==> config.mk <==
export PLATFORM = sky130hd
export DESIGN_NAME = matrix_arbiter_flat
export DESIGN_NICKNAME = d
export VERILOG_FILES = /design/src/rtl/mxa_pkg.sv /design/src/rtl/mxa_in_if.sv /design/src/rtl/mxa_out_if.sv /design/src/rtl/mxa_pick.sv /design/src/rtl/matrix_arbiter.sv /design/src/flat_wrapper.sv
export VERILOG_INCLUDE_DIRS = /design/src /design/src/rtl
export SDC_FILE = /design/constraint.sdc
export NUM_CORES = 1
export LEC_CHECK = 0
export BUFFER_PORTS_ARGS = -buffer_cell sky130_fd_sc_hd__buf_4
export CAP_MARGIN = 25
export CORE_AREA = 8 8 227 229
export DETAILED_ROUTE_END_ITERATION = 10
export DIE_AREA = 0 0 235 237
export GPL_ROUTABILITY_DRIVEN = 0
export GPL_TIMING_DRIVEN = 0
export SLEW_MARGIN = 5
export SYNTH_ARGS = -nofsm -noshare
export SYNTH_HDL_FRONTEND = slang
export SYNTH_HIERARCHICAL = 1
export SYNTH_SLANG_ARGS = --single-unit
==> constraint.sdc <==
create_clock -name clk_i -period 4.62 [get_ports clk_i]
set_input_delay 0.462 -clock clk_i [delete_from_list [all_inputs] [get_ports clk_i]]
set_output_delay 0.462 -clock clk_i [all_outputs]
set_load 0.02 [all_outputs]
==> src/rtl/matrix_arbiter_defines.svh <==
// shared assertion macros for the matrix arbiter
`ifndef MATRIX_ARBITER_DEFINES_SVH
`define MATRIX_ARBITER_DEFINES_SVH

// same-cycle implication, checked out of reset
`define MXA_ASSERT_NOW(label, ante, cons, msg) \
  label: assert property (@(posedge clk_i) disable iff (!rst_ni) (ante) |-> (cons)) \
    else $error(msg);

// next-cycle implication, checked out of reset
`define MXA_ASSERT_NEXT(label, ante, cons, msg) \
  label: assert property (@(posedge clk_i) disable iff (!rst_ni) (ante) |=> (cons)) \
    else $error(msg);

`endif

==> src/rtl/mxa_pkg.sv <==
package mxa_pkg;

  // item actions
  typedef enum logic [1:0] {
    ACT_ADD = 2'd0,
    ACT_ARB = 2'd1,
    ACT_UPD = 2'd2
  } action_e;

  localparam int unsigned PORT_FIELD_BITS = 3;

  // position of matrix bit (r,c), r<c, in the packed upper triangle
  function automatic int unsigned pair_idx(int unsigned r, int unsigned c, int unsigned n);
    return r * n - (r * (r + 1)) / 2 + c - r - 1;
  endfunction

endpackage

==> src/rtl/mxa_in_if.sv <==
interface mxa_in_if #(
  parameter int unsigned ID_BITS  = 16,
  parameter int unsigned TAG_BITS = 16
);
  import mxa_pkg::*;

  logic                                valid;
  logic                                ready;
  logic [1:0]                          action;
  logic [PORT_FIELD_BITS-1:0]          request_port;
  logic [ID_BITS-1:0]                  request_id;
  logic signed [TAG_BITS-1:0]          request_tag;

  modport source (output valid, action, request_port, request_id, request_tag, input ready);
  modport sink   (input valid, action, request_port, request_id, request_tag, output ready);
endinterface

==> src/rtl/mxa_out_if.sv <==
interface mxa_out_if #(
  parameter int unsigned ID_BITS  = 16,
  parameter int unsigned TAG_BITS = 16
);
  import mxa_pkg::*;

  logic                                valid;
  logic                                ready;
  logic                                grant_valid;
  logic [PORT_FIELD_BITS-1:0]          grant_port;
  logic [ID_BITS-1:0]                  grant_id;
  logic signed [TAG_BITS-1:0]          grant_tag;

  modport source (output valid, grant_valid, grant_port, grant_id, grant_tag, input ready);
  modport sink   (input valid, grant_valid, grant_port, grant_id, grant_tag, output ready);
endinterface

==> src/rtl/mxa_pick.sv <==
module mxa_pick #(
  parameter int unsigned PORTS = 8
) (
  input  logic [PORTS-1:0]                     pend_i,
  input  logic [PORTS*(PORTS-1)/2-1:0]         prec_i,
  output logic [PORTS-1:0]                     win_oh_o,
  output logic                                 found_o,
  output logic [$clog2(PORTS)-1:0]             win_port_o
);
  import mxa_pkg::*;

  localparam int unsigned PW = $clog2(PORTS);

  // beaten_by[p][q]: port q beats port p
  logic [PORTS-1:0] beaten_by [PORTS];

  for (genvar p = 0; p < PORTS; p++) begin : g_row
    for (genvar q = 0; q < PORTS; q++) begin : g_col
      if (q < p) begin : g_lo
        assign beaten_by[p][q] = prec_i[pair_idx(q, p, PORTS)];
      end else if (q > p) begin : g_hi
        assign beaten_by[p][q] = ~prec_i[pair_idx(p, q, PORTS)];
      end else begin : g_eq
        assign beaten_by[p][q] = 1'b0;
      end
    end
    // pending and not beaten by any other pending port
    assign win_oh_o[p] = pend_i[p] & ~|(pend_i & beaten_by[p]);
  end

  assign found_o = |win_oh_o;

  // lowest winning index
  always_comb begin
    win_port_o = '0;
    for (int p = PORTS - 1; p >= 0; p--) begin
      if (win_oh_o[p]) begin
        win_port_o = PW'(p);
      end
    end
  end

endmodule

==> src/rtl/matrix_arbiter.sv <==
// matrix arbiter, least recently granted
// an arbitrate item goes through the input register, then the result register
// throughput: one item per cycle unless the output stalls, set by the single-pass mxa_pick
// add and update items give no result and never wait on the output side
// reset: no pending request, last port lowest and higher index wins, no last winner
module matrix_arbiter #(
  parameter int unsigned PORTS    = 8,
  parameter int unsigned ID_BITS  = 16,
  parameter int unsigned TAG_BITS = 16
) (
  input  logic      clk_i,
  input  logic      rst_ni,
  mxa_in_if.sink    req_i,
  mxa_out_if.source gnt_o
);
  import mxa_pkg::*;
  `include "matrix_arbiter_defines.svh"

  localparam int unsigned PW    = $clog2(PORTS);
  localparam int unsigned NPAIR = PORTS * (PORTS - 1) / 2;

  // input register
  logic                         in_valid_q;
  logic [1:0]                   in_act_q;
  logic [PORT_FIELD_BITS-1:0]   in_port_q;
  logic [ID_BITS-1:0]           in_id_q;
  logic signed [TAG_BITS-1:0]   in_tag_q;

  // arbiter state
  logic [PORTS-1:0]             pend_q, pend_d;
  logic [ID_BITS-1:0]           ids_q [PORTS];
  logic signed [TAG_BITS-1:0]   tags_q [PORTS];
  logic [NPAIR-1:0]             prec_q, prec_d;
  logic                         lw_valid_q, lw_valid_d;
  logic [PW-1:0]                lw_port_q, lw_port_d;

  // result register
  logic                         out_valid_q;
  logic                         gv_q;
  logic [PORT_FIELD_BITS-1:0]   gport_q;
  logic [ID_BITS-1:0]           gid_q;
  logic signed [TAG_BITS-1:0]   gtag_q;

  logic                         out_free, proc, is_add, is_arb, is_upd, add_ok;
  logic [PW-1:0]                add_idx;
  logic [PORTS-1:0]             win_oh;
  logic                         found;
  logic [PW-1:0]                win_port;

  // handshake and item decode
  assign out_free    = ~out_valid_q | gnt_o.ready;
  assign is_add      = (in_act_q == ACT_ADD);
  assign is_arb      = (in_act_q == ACT_ARB);
  assign is_upd      = (in_act_q == ACT_UPD);
  assign proc        = in_valid_q & (~is_arb | out_free);
  assign req_i.ready = ~in_valid_q | proc;
  assign add_ok      = (32'(in_port_q) < PORTS);
  assign add_idx     = PW'(in_port_q);

  always_ff @(posedge clk_i or negedge rst_ni) begin
    if (!rst_ni) begin
      in_valid_q <= 1'b0;
    end else if (req_i.ready) begin
      in_valid_q <= req_i.valid;
    end
  end

  always_ff @(posedge clk_i) begin
    if (req_i.ready && req_i.valid) begin
      in_act_q  <= req_i.action;
      in_port_q <= req_i.request_port;
      in_id_q   <= req_i.request_id;
      in_tag_q  <= req_i.request_tag;
    end
  end

  // grant decision
  mxa_pick #(.PORTS(PORTS)) u_pick (
    .pend_i     (pend_q),
    .prec_i     (prec_q),
    .win_oh_o   (win_oh),
    .found_o    (found),
    .win_port_o (win_port)
  );

  // pending bits and last winner
  always_comb begin
    pend_d     = pend_q;
    lw_valid_d = lw_valid_q;
    lw_port_d  = lw_port_q;
    if (proc) begin
      case (in_act_q)
        ACT_ADD: begin
          if (add_ok) begin
            pend_d[add_idx] = 1'b1;
          end
        end
        ACT_ARB: begin
          pend_d     = '0;
          lw_valid_d = found;
          lw_port_d  = win_port;
        end
        default: begin
        end
      endcase
    end
  end

  // move the last winner to lowest priority
  always_comb begin
    prec_d = prec_q;
    if (proc && is_upd && lw_valid_q) begin
      for (int unsigned r = 0; r < PORTS; r++) begin
        for (int unsigned c = r + 1; c < PORTS; c++) begin
          if (lw_port_q == PW'(r)) begin
            prec_d[pair_idx(r, c, PORTS)] = 1'b0;
          end else if (lw_port_q == PW'(c)) begin
            prec_d[pair_idx(r, c, PORTS)] = 1'b1;
          end
        end
      end
    end
  end

  always_ff @(posedge clk_i or negedge rst_ni) begin
    if (!rst_ni) begin
      for (int unsigned r = 0; r < PORTS; r++) begin
        for (int unsigned c = r + 1; c < PORTS; c++) begin
          prec_q[pair_idx(r, c, PORTS)] <= (c == PORTS - 1);
        end
      end
    end else begin
      prec_q <= prec_d;
    end
  end

  always_ff @(posedge clk_i or negedge rst_ni) begin
    if (!rst_ni) begin
      pend_q     <= '0;
      lw_valid_q <= 1'b0;
      lw_port_q  <= '0;
    end else begin
      pend_q     <= pend_d;
      lw_valid_q <= lw_valid_d;
      lw_port_q  <= lw_port_d;
    end
  end

  // request id and tag storage
  always_ff @(posedge clk_i) begin
    if (proc && is_add && add_ok) begin
      ids_q[add_idx]  <= in_id_q;
      tags_q[add_idx] <= in_tag_q;
    end
  end

  // result register
  always_ff @(posedge clk_i or negedge rst_ni) begin
    if (!rst_ni) begin
      out_valid_q <= 1'b0;
    end else if (out_free) begin
      out_valid_q <= proc & is_arb;
    end
  end

  always_ff @(posedge clk_i) begin
    if (out_free && proc && is_arb) begin
      gv_q    <= found;
      gport_q <= PORT_FIELD_BITS'(win_port);
      gid_q   <= found ? ids_q[win_port] : '0;
      gtag_q  <= found ? tags_q[win_port] : '0;
    end
  end

  assign gnt_o.valid       = out_valid_q;
  assign gnt_o.grant_valid = gv_q;
  assign gnt_o.grant_port  = gport_q;
  assign gnt_o.grant_id    = gid_q;
  assign gnt_o.grant_tag   = gtag_q;

  // checks
  `MXA_ASSERT_NOW(a_single_winner, 1'b1, $onehot0(win_oh), "more than one port wins")
  `MXA_ASSERT_NEXT(a_arb_clears, proc && is_arb, pend_q == '0, "requests not cleared")
  `MXA_ASSERT_NOW(a_no_grant_zero, out_valid_q && !gv_q,
                  gport_q == '0 && gid_q == '0 && gtag_q == '0, "empty grant not zero")
  `MXA_ASSERT_NEXT(a_winner_kept, proc && is_arb && found,
                   lw_valid_q && lw_port_q == $past(win_port), "last winner not kept")

endmodule
==> src/flat_wrapper.sv <==
// flat-port wrapper written by rule: the top's interface ports become plain ports
module matrix_arbiter_flat import mxa_pkg::*;
#(
  parameter int unsigned PORTS    = 8,
  parameter int unsigned ID_BITS  = 16,
  parameter int unsigned TAG_BITS = 16
)
  (clk_i, rst_ni, req_i_valid, req_i_action, req_i_request_port, req_i_request_id, req_i_request_tag, req_i_ready, gnt_o_valid, gnt_o_grant_valid, gnt_o_grant_port, gnt_o_grant_id, gnt_o_grant_tag, gnt_o_ready);
  mxa_in_if #(.ID_BITS(ID_BITS), .TAG_BITS(TAG_BITS)) req_i_i ();
  mxa_out_if #(.ID_BITS(ID_BITS), .TAG_BITS(TAG_BITS)) gnt_o_i ();
  input  logic clk_i;
  input  logic rst_ni;
  input wire logic [$bits(req_i_i.valid)-1:0] req_i_valid;
  input wire logic [$bits(req_i_i.action)-1:0] req_i_action;
  input wire logic [$bits(req_i_i.request_port)-1:0] req_i_request_port;
  input wire logic [$bits(req_i_i.request_id)-1:0] req_i_request_id;
  input wire logic [$bits(req_i_i.request_tag)-1:0] req_i_request_tag;
  output wire logic [$bits(req_i_i.ready)-1:0] req_i_ready;
  output wire logic [$bits(gnt_o_i.valid)-1:0] gnt_o_valid;
  output wire logic [$bits(gnt_o_i.grant_valid)-1:0] gnt_o_grant_valid;
  output wire logic [$bits(gnt_o_i.grant_port)-1:0] gnt_o_grant_port;
  output wire logic [$bits(gnt_o_i.grant_id)-1:0] gnt_o_grant_id;
  output wire logic [$bits(gnt_o_i.grant_tag)-1:0] gnt_o_grant_tag;
  input wire logic [$bits(gnt_o_i.ready)-1:0] gnt_o_ready;
  assign req_i_i.valid = req_i_valid;
  assign req_i_i.action = req_i_action;
  assign req_i_i.request_port = req_i_request_port;
  assign req_i_i.request_id = req_i_request_id;
  assign req_i_i.request_tag = req_i_request_tag;
  assign req_i_ready = req_i_i.ready;
  assign gnt_o_valid = gnt_o_i.valid;
  assign gnt_o_grant_valid = gnt_o_i.grant_valid;
  assign gnt_o_grant_port = gnt_o_i.grant_port;
  assign gnt_o_grant_id = gnt_o_i.grant_id;
  assign gnt_o_grant_tag = gnt_o_i.grant_tag;
  assign gnt_o_i.ready = gnt_o_ready;
  matrix_arbiter #(.PORTS(PORTS), .ID_BITS(ID_BITS), .TAG_BITS(TAG_BITS)) u_core (.clk_i(clk_i), .rst_ni(rst_ni), .req_i(req_i_i), .gnt_o(gnt_o_i));
endmodule
# Yosys cells after proc, flatten, opt, wreduce, memory -nomap -nowiden
# Memories as Yosys holds them, arrays and structs flattened. A register that Yosys moved wholly into a read port is not among the register bits.
# Index checks and enable logic that the tools add are counted.
# Widths: inputs -> output; s select.
# classes
mux,48
n_reduce_logical,87
n_lt_le_gt_ge,2
n_bitwise,53
n_eq_ne,9
# op_table
cell,count
$reduce_or 8->1,9
$reduce_and 2->1,30
$reduce_bool 2->1,29
$and 8x8->8,7
$mux 1,38
$not 1->1,31
$mux 3,8
$pmux 8 s2,1
$eq 3x3->1 const B,4
$and 1x1->1,10
$logic_not 1->1,10
$and 8x7->8,1
$or 8x8->8,1
$logic_and 1x1->1,7
$eq 3x2->1 const B,2
$lt 3x4->1 const B,1
$demux 1 s3,1
$eq 3x1->1 const B,1
$ge 3x1->1 const B,1
$logic_not 3->1,1
$or 1x1->1,3
$eq 2x1->1 const B,1
$eq 2x2->1 const B,1
$logic_not 2->1,1
# word_totals
elab_cells,240
input_bits,41
mem_bits_rw,256
ff_bits,83
memories,2
# mem_list
memory,words,word_bits,rd,rd_ports_with_merged_regs,wr,line_no,rtl
u_core.ids_q,8,16,1,1,1,matrix_arbiter.sv:31,logic [ID_BITS-1:0] ids_q [PORTS];
u_core.tags_q,8,16,1,1,1,matrix_arbiter.sv:32,logic signed [TAG_BITS-1:0] tags_q [PORTS];

# Longest topological paths before layout
# logic_depth
ltp_word,12
ltp_mapped,12
depth_no_buf,8

# Modules after synthesis
# The synthesis kept the hierarchy.
# modules_own_cells
module,cells_per_inst,area_each_um2,seq_area_each_um2,instances
matrix_arbiter,693,13818.3,10939.2,1
mxa_pick,64,437.9,0.0,1

# Least setup slack after synthesis
# No wires, ideal clock.
# synth_timing
path_kind,register to register
startpoint,register u_core.in_act_q[1]
endpoint,"memory u_core.ids_q[0][0], enable pin"
slack_ns,0.939
path_stages_with_launch,3
setup_ns,0.463
required_ns,4.157
synth_period_minus_slack_ns,3.681
t_arrival_ns,3.217
cell_sequence,edfxtp_1 -> or4b_4 -> nor3_1
# synth_via
elab_chain_len,7
elab_cells_between_ends,8
classes_between,1 x eq/ne; 2 x mux; 3 x bitwise; 2 x reduce/logical
# synth_rtl
item,line_no,rtl
"start, declared",matrix_arbiter.sv:24,logic [1:0] in_act_q;
"start signal, assigned",matrix_arbiter.sv:70,in_act_q <= req_i.action;
$eq 2x1->1,matrix_arbiter.sv:53,assign is_arb = (in_act_q == ACT_ARB);
$not 1->1,matrix_arbiter.sv:55,assign proc = in_valid_q & (~is_arb | out_free);
$or 1x1->1,matrix_arbiter.sv:55,
$and 1x1->1,matrix_arbiter.sv:55,
$logic_and 1x1->1 (*),matrix_arbiter.sv:151,if (proc && is_add && add_ok) begin
$mux 1 (*),matrix_arbiter.sv:151,
$mux 1 (implied by the code) (*),matrix_arbiter.sv:152,ids_q[add_idx] <= in_id_q;
"end, declared",matrix_arbiter.sv:31,
# Every way passes the cells marked *; elsewhere a longest branch is shown, timed or not.

# Worst setup path in the final report
# layout_timing
startpoint,register u_core.pend_q[2]
endpoint,register u_core.gtag_q[8] (netlist: u_core/gnt_o.grant_tag[8]) (read register of u_core.tags_q) (data pin)
# layout_via
elab_cells_between_ends,42
classes_between,8 x mux; 16 x bitwise; 18 x reduce/logical
# layout_rtl
item,line_no,rtl
"start, declared",matrix_arbiter.sv:30,"logic [PORTS-1:0] pend_q, pend_d;"
"start signal, assigned",matrix_arbiter.sv:143,pend_q <= pend_d;
$and 8x8->8,mxa_pick.sv:28,assign win_oh_o[p] = pend_i[p] & ~|(pend_i & beaten_by[p]);
$reduce_or 8->1,mxa_pick.sv:28,
$logic_not 1->1,mxa_pick.sv:28,
$and 1x1->1,mxa_pick.sv:28,
via u_core.win_oh[6],matrix_arbiter.sv:46,logic [PORTS-1:0] win_oh;
$mux 3 (7 in series),mxa_pick.sv:37,if (win_oh_o[p]) begin
via u_core.win_port[1],matrix_arbiter.sv:48,logic [PW-1:0] win_port;
"end, declared",matrix_arbiter.sv:42,logic signed [TAG_BITS-1:0] gtag_q;
# The timed path passes the listed nets, and every way through them passes these cells.
# A chain may end at the register's enable or synchronous reset.

==> flow_summary.ini <==
[global_route]
grt_pass1_wl_um = 47900
grt_pass1_vias = 7731
overflow = 0
grt.total_usage = 0.111
grt_max_degree = 43
grt_antenna_before_repair = 1

[floorplan]
die_h_um = 237
ios = 79
dieArea_sq_um = 55700
core-area_sq_um = 48100
start_util = 0.296
row_count = 81
die_w_um = 235

[timing]
setup_viol = 0
min_period_over_period = 0.710
clock_skew_ns = 0.0148
rsz0062_at_grt = no
max_clock_freq_mhz = 305
slew-limit-headroom = 0.444
hold_viol_final = 0
slew_violations = 0
final.min_clock_period_ns = 3.28
tightest_slew_ns = 0.832
worst_slack_ns = 1.34

[synthesis]
yosysTopAreaCellShare = 0.693
synth_common_cells = 329 x edfxtp_1, 64 x mux2i_1, 36 x a22oi_1
ys_types = 58
ys.flop_type = edfxtp_1
syn-num-nets = 798
ys_seq_area_frac = 0.767
ys_ff_latch = 371
yosys.area.top_type = edfxtp_1
synthTopCellsByArea = edfxtp_1 69%, dfrtp_1 6.1%, mux4_2 5.1%
yosysMostFrequentCell = edfxtp_1
async_flop_share = 0.113
syn_inst = 757
synth.avg_cell_area_sq_um = 18.8
synth_warnings = 6
syn_area_sq_um = 14300
synth_edf_count = 329

[setup_path]
slowest_delay_ns = 0.61
critPathArrivalTime_ns = 3.54
path_max_fanout = 10
required_ns = 4.88
path_class = flop to flop
endpoint_kind = flop
r2r.worst_path.cells = 9
slowest_stage = clkbuf_1
path_cells = a22oi_1, o211ai_2, a2111oi_4, nor2_1, nand2_1, buf_2, clkbuf_1, mux4_2, o211a_1
start_kind = flop

[power]
p_sw_uw = 2220
power_frac_comb = 0.177
power.density_nw_per_um2 = 496
p_int_uw = 6310
clockPowerShare = 0.355
p_seq_frac = 0.467
swShare = 0.260
p_leak_uw = 0.00602
peakVddDrop_uv = 256

[run]
maxCapViolations = 0

[detailed_routing]
first_pass_iters = 5
ant_nets = 0
drt_iter0_markers = 545
vias = 7355
routed_wirelength_um = 31400
detail_route.wl_per_cell_um = 20.3
viasPerCell = 4.76
drcViolationCount = 0

[clocking]
numCtsBuffers = 39
cts_resized = 0
clockBufferDepth = 3
path_clk_slew_ns = 0.06
ctsHoldBuffers = 1
worstSkewPairLatency_ns = 0.53
cts_setup_buffers = 0
cts_num_sinks = 371
root_buffer = clkbuf_16
tritoncts = built
h-tree-depth = 2

[final_layout]
antennaDiodeCount = 0
syn2layout_area_growth_pct = 20.6
drive_gt1_frac = 0.262
nets = 934
nFillCells = 4457
stdcell_area_sq_um = 17200

[place]
placed_cell_area_sq_um = 15900
dp_hpwl_um = 20700
io_buffers = 78
place_ws_ns = 1.38

[min_path]
hold_depth = 1
min_path_type = primary input to flop

[outcome]
status = finished clean
## critical path: cells and delay by family, from the launching register on
kind | cells | cell delay [ns]
AOI/OAI and AO/OA | 4 | 0.99
buffers and inverters | 2 | 0.86
DFF | 1 | 0.47
muxes | 1 | 0.41
and+or+nand+nor | 2 | 0.28
## path summary, 6_finish.rpt
check / from / end / slack (ns)
max: u_core/pend_q[2] / u_core/gnt_o.grant_tag[8] / 1.34
min: req_i_action[0] / u_core/in_act_q[0] / 0.11
max reg2reg: u_core/pend_q[2] / u_core/gnt_o.grant_tag[8] / 1.34
min reg2reg: u_core/prec_q[12] / u_core/prec_q[12] / 0.51
max in group asynchronous: rst_ni / u_core/prec_q[12] / 3.78
min in group asynchronous: rst_ni / u_core/gnt_o.valid / 0.47
## final cells by class
class / count / area [sq um] / area share
multi-input combinational: 331 / 3100 / 0.180
tap: 622 / 778 / 0.0452
clock inverter: 19 / 171 / 0.00997
sequential: 371 / 10900 / 0.636
timing repair buffer: 95 / 857 / 0.0498
clock buffer: 51 / 1070 / 0.0624
buffer: 41 / 231 / 0.0135
inverter: 14 / 52.6 / 0.00306
## layer usage
| layer | GRT usage | share of wire | vias up |
|---|---|---|---|
| met3 | 0.0229 | 0.049 | 64 |
| met4 | 0.0349 | 0.024 | 2 |
| met5 | 0 | 0.00041 | - |
| li1 | - | - | 3328 |
| met1 | 0.138 | 0.43 | 3765 |
| met2 | 0.193 | 0.50 | 196 |
## sequential cells by signal (all words and copies together) (netlist names), 2 cells and up
name	cells
u_core/gnt_o.grant_tag	16
u_core/prec_q	28
u_core/lw_port_q	3
u_core/add_idx	3
u_core/in_act_q	2
u_core/gnt_o.grant_port	3
u_core/tags_q	128
u_core/ids_q	128
u_core/gnt_o.grant_id	16
u_core/in_tag_q	16
u_core/in_id_q	16
u_core/pend_q	8
## logic make-up after synthesis
logic type | synth area share
flip-flops | 0.767
AO/OA/AOI/OAI | 0.0785
multiplexers | 0.100
AND/OR/NAND/NOR | 0.0341
buffers and inverters | 0.0199
## placed cells by master (no fill, tap or decap), types with 6 or more instances in the layout
master,instances
edfxtp_1,329
mux2i_1,64
inv_1,10
buf_2,14
o21ai_0,18
nand2b_1,10
clkbuf_16,41
nor3_1,8
nand3_1,9
clkinv_2,7
clkinv_1,8
buf_4,87
dfrtp_1,35
nand2_1,19
nor2_1,16
o21a_1,8
mux2_2,6
nor2_4,6
o211a_1,32
clkbuf_1,23
a22oi_1,36
dfstp_2,7
mux4_2,32
buf_6,9
## through the flow
| step | total power (uW) | instances | setup TNS (ns) | hold WS, ns | utilization |
|---|---|---|---|---|---|
| floorplan | 5060 | 757 | 0 | 0.166 | - |
| global placement | 5560 | 1457 | -95.93 | 0.479 | 0.324 |
| detailed placement | 5580 | 1473 | 0 | 0.484 | 0.331 |
| CTS | 8640 | 1544 | 0 | 0.0787 | 0.357 |
| global route | 8890 | 1544 | 0 | 0.0771 | 0.357 |
| finish | 8530 | 1544 | 0 | 0.106 | 0.357 |
## power groups by stage
stage                     combinational, uW  clock [uW]  sequential, uW
after floorplan                        1020           0            4040
after global placement                 1510           0            4060
after detailed placement               1530           0            4060
after CTS                              1540        3110            3990
after global routing                   1640        3250            4010
final                                  1510        3030            3990
(Power assumes the default switching activity.)
